==> src/sv/brmc_pkg.sv <==
// ----------------------------------------------------------------------------
// brmc_pkg
// Shared types and codes for the bit range move and compare engine.
// ----------------------------------------------------------------------------
package brmc_pkg;

	localparam logic [1:0] MODE_WRITE   = 2'd0;
	localparam logic [1:0] MODE_READ    = 2'd1;
	localparam logic [1:0] MODE_MOVE    = 2'd2;
	localparam logic [1:0] MODE_COMPARE = 2'd3;

	// Commands from the controller to the datapath.
	typedef struct packed {
		logic       start;
		logic       check;
		logic       rd_en;
		logic [1:0] rd_sel;
		logic       cap_en;
		logic [1:0] cap_sel;
		logic       wr_en;
		logic       wr_sel;
		logic       eval;
		logic       adv;
		logic       finish;
	} brmc_cmd_t;

	// Status from the datapath to the controller.
	typedef struct packed {
		logic skip;
		logic last;
		logic stop;
		logic out_busy;
	} brmc_sts_t;

endpackage

==> src/sv/brmc_ctrl.sv <==
// ----------------------------------------------------------------------------
// brmc_ctrl
// Sequencer: per step four byte reads, two write slots and an evaluate cycle.
// ----------------------------------------------------------------------------
module brmc_ctrl (
	input  logic                clk,
	input  logic                arst_n,
	input  logic                in_valid,
	output logic                in_ready,
	input  brmc_pkg::brmc_sts_t sts,
	output brmc_pkg::brmc_cmd_t cmd
);
	import brmc_pkg::*;

	localparam logic [2:0] S_IDLE = 3'd0;
	localparam logic [2:0] S_CHK  = 3'd1;
	localparam logic [2:0] S_RD   = 3'd2;
	localparam logic [2:0] S_WR0  = 3'd3;
	localparam logic [2:0] S_WR1  = 3'd4;
	localparam logic [2:0] S_NEXT = 3'd5;
	localparam logic [2:0] S_OUT  = 3'd6;

	logic [2:0] state_q, state_d;
	logic [2:0] ph_q, ph_d;

	assign in_ready = (state_q == S_IDLE);

	always_comb begin
		cmd     = '0;
		state_d = state_q;
		ph_d    = ph_q;
		case (state_q)
			S_IDLE: begin
				if (in_valid) begin
					cmd.start = 1'b1;
					state_d   = S_CHK;
				end
			end
			S_CHK: begin
				cmd.check = 1'b1;
				ph_d      = 3'd0;
				state_d   = sts.skip ? S_OUT : S_RD;
			end
			S_RD: begin
				// Read data is registered, so it comes back in the cycle after the address.
				cmd.rd_en   = (ph_q != 3'd4);
				cmd.rd_sel  = ph_q[1:0];
				cmd.cap_en  = (ph_q != 3'd0);
				cmd.cap_sel = 2'(ph_q - 3'd1);
				ph_d        = 3'(ph_q + 3'd1);
				if (ph_q == 3'd4) begin
					state_d = S_WR0;
				end
			end
			S_WR0: begin
				cmd.wr_en  = 1'b1;
				cmd.wr_sel = 1'b0;
				state_d    = S_WR1;
			end
			S_WR1: begin
				cmd.wr_en  = 1'b1;
				cmd.wr_sel = 1'b1;
				state_d    = S_NEXT;
			end
			S_NEXT: begin
				cmd.eval = 1'b1;
				ph_d     = 3'd0;
				if (sts.last || sts.stop) begin
					state_d = S_OUT;
				end else begin
					cmd.adv = 1'b1;
					state_d = S_RD;
				end
			end
			S_OUT: begin
				if (!sts.out_busy) begin
					cmd.finish = 1'b1;
					state_d    = S_IDLE;
				end
			end
			default: begin
				state_d = S_IDLE;
			end
		endcase
	end

	always_ff @(posedge clk or negedge arst_n) begin
		if (!arst_n) begin
			state_q <= S_IDLE;
			ph_q    <= 3'd0;
		end else begin
			state_q <= state_d;
			ph_q    <= ph_d;
		end
	end

endmodule

==> config.mk <==
export PLATFORM = sky130hd
export DESIGN_NAME = brmc_ctrl
export DESIGN_NICKNAME = d
export VERILOG_FILES = /design/src/sv/brmc_pkg.sv /design/src/sv/brmc_ctrl.sv
export SDC_FILE = /design/constraint.sdc
export NUM_CORES = 1
export LEC_CHECK = 0
export BUFFER_PORTS_ARGS = -buffer_cell sky130_fd_sc_hd__buf_2
export CORE_AREA = 4 4 41 43
export CTS_BUF_LIST = sky130_fd_sc_hd__clkbuf_16
export DETAILED_ROUTE_END_ITERATION = 7
export DIE_AREA = 0 0 45 47
export PLACE_DENSITY = 0.63
export SLEW_MARGIN = 20
export SYNTH_ARGS = -nofsm -noshare
export SYNTH_HDL_FRONTEND = slang
export SYNTH_SLANG_ARGS = --single-unit
==> constraint.sdc <==
create_clock -name clk -period 2.3 [get_ports clk]
set_input_delay 0.69 -clock clk [delete_from_list [all_inputs] [get_ports clk]]
set_output_delay 0.69 -clock clk [all_outputs]
set_load 0.01 [all_outputs]
==> out/results.tsv <==
metric	value	unit
worstSkewPairLatency	230	ps
setup_viol_count_final	0	
drc	0	
initial_core_util	36.25	%
cts_tree	built	
numClockSinks	6	
cts_setup_buffers	0	
area_growth	35.01	%
tns	0	ps
rsz0062_at_grt	no	
synthDistinctLibCells	28	
fin_util	48.94	%
maxCapViolCount	0	
synth_common_cells	nor2_1, dfrtp_1, inv_1	
drt_iter0_drc	6	
ctsHoldBuffers	0	
yosysTopAreaCell	dfrtp_1	
n_antenna_cell	0	
synth_top_family_by_area	simple AND/OR/NAND/NOR gates	
std_cell_rows	13	
critPathRequiredTime	1610	ps
grtUsageTotal	13.13	%
p_int	540.8	µW
routed_via_density	5.075	
cts_buffers	3	
cellPowerDensity	1446	nW/µm²
clockBufferDepth	2	
synthArstFlopShare	100.0	%
cts.repair.resized	0	
layout_min_cycle_time	2103	ps
io_pins	21	
wl_per_cell	13.12	µm
place.gp.congestion	0.7282	
first_global_vias	420	
p_seq_share	26.1	%
nets	89	
cp_data_arrival_time	1410	ps
drive_gt1_share	35.90	%
ys_seq_area_share	31.83	%
syn-cell-area	471.7	µm²
syn_inst	58	
grt_antenna_before_repair	0	
p_leak	0.3227	nW
fin_worst_skew	4.047	ps
yosysMostFrequentCell	nor2_1	
port_buffers	20	
yosys_warnings	0	
vias	472	
hold_path_class	in -> async	
synth_compound_area_share	15.92	%
grt_max_degree	18	
ant_nets	0	
slew_violations	0	
switchingPower	380.1	µW
coreArea	1301	µm²
ir_worst_vdd	0.0005530	V
finalWirelength	1220	µm
worstSetupPathType	reg -> out	
critPathCaptureType	output pin	
swShare	41.28	%
cp-start-kind	flop	
min_period_over_period	91.44	%
synth_edf_count	0	
yosysTopAreaCellShare	31.83	%
worst_slew_pin_slew	448.7	ps
hpwl	832.8	µm
cts_root_buf	clkbuf_16	
fmax	475.5	MHz
dieArea	2115	µm²
path_max_fanout	14	
status	complete, no violations	
clkTransAtPathRegs	40	ps
ys_ff_latch	6	
synth_ff_type	dfrtp_1	
synthAdderAreaFrac	5.305	%
drtPass1Iterations	4	
syn-num-nets	67	
grt-ovfl-total	0	
slew_headroom	70.08	%
avgSynthCellArea	8.133	µm²
synthTopCellsByArea	dfrtp_1, nor2_1, ha_1	
grt_pass1_wl	1938	µm
p_comb_share	42.8	%
fin_hold_ws	281.0	ps
htree_levels	1	
die_w	45	µm
yosys.area_share.simple	29.97	%
die_y	47	µm
hold_viol	0	
clkPwrFrac	31.1	%
yosys-mux-area-fraction	4.244	%
synth-xor-area-share	0	%
layout by cell type (no fill, tap or decap), types with 2 or more instances in the layout:
cell	instances
dfrtp_1	5
o22ai_1	2
o21ai_1	3
a21oi_1	2
clkbuf_16	3
nand2_1	3
nand2b_1	3
buf_2	20
inv_1	5
ha_1	2
nor2_1	8
nand3_1	3
mux2i_1	2
worst max-delay path, cell delays in order (launching register included):
cell,delay (ps)
dfrtp_1,530
inv_1,180
nand3_2,150
a21oi_1,170
buf_2,150
registers in the layout (all words and copies together) (netlist names):
| register | count |
|---|---|
| state_q | 3 |
| ph_q | 3 |
through the flow:
| stage | worst slack, ps | instances | power (mW) | instance area, µm² |
|---|---|---|---|---|
| 6_report | 196.9 | 93 | 0.9209 | 636.9 |
| 2_1_floorplan | 482.1 | 58 | 0.5392 | 471.7 |
| 5_1_grt | 59.56 | 93 | 0.9922 | 636.9 |
| 3_5_place_dp | 371.5 | 90 | 0.6323 | 560.5 |
| 3_3_place_gp | 394.6 | 90 | 0.6257 | 560.5 |
| 4_1_cts | 140.6 | 93 | 0.9267 | 635.6 |
kinds of logic after synthesis:
group	Yosys count
DFF	6
buffers and inverters	10
AOI/OAI and AO/OA	12
adders and majority gates	2
muxes	2
and+or+nand+nor	26
routing by layer:
metal  GRT usage, %  wire (µm)  vias up
met3          3.448         49        2
met1          16.01        515      220
li1               -          -      241
met4          7.018         17        0
met5              0          0        -
met2          21.19        637        9
area by class of cell:
type                       count  area (µm²)
clock buffer                   3       75.07
fill                         122       664.4
sequential                     6       151.4
multi-input combinational     42       261.5
inverter                       6       22.52
tap                           15       18.77
timing repair buffer          21       107.6
power by group through the flow:
stage | Clock [mW] | Sequential [mW] | Combinational, mW
2_1_floorplan | 0 | 0.172 | 0.367
3_3_place_gp | 0 | 0.237 | 0.389
3_5_place_dp | 0 | 0.238 | 0.394
4_1_cts | 0.290 | 0.236 | 0.401
5_1_grt | 0.297 | 0.253 | 0.442
6_report | 0.287 | 0.240 | 0.394
final timing paths:
check / start / end / slack, ps / depth (start not counted)
worst max-delay path: state_q[0]$_DFFE_PN0P_ / cmd[10] / 200 / 4
worst min-delay path: arst_n / state_q[2]$_DFFE_PN0P_ / 280 / 1
worst max register to register: ph_q[0]$_DFFE_PN0P_ / ph_q[1]$_DFFE_PN0P_ / 1070 / 4
worst min register to register: ph_q[1]$_DFFE_PN0P_ / ph_q[1]$_DFFE_PN0P_ / 630 / 2
max in group asynchronous: arst_n / state_q[1]$_DFFE_PN0P_ / 1850 / 1
min in group clk: ph_q[1]$_DFFE_PN0P_ / ph_q[1]$_DFFE_PN0P_ / 630 / 2
Note: power is estimated with default switching activity, not from simulation.
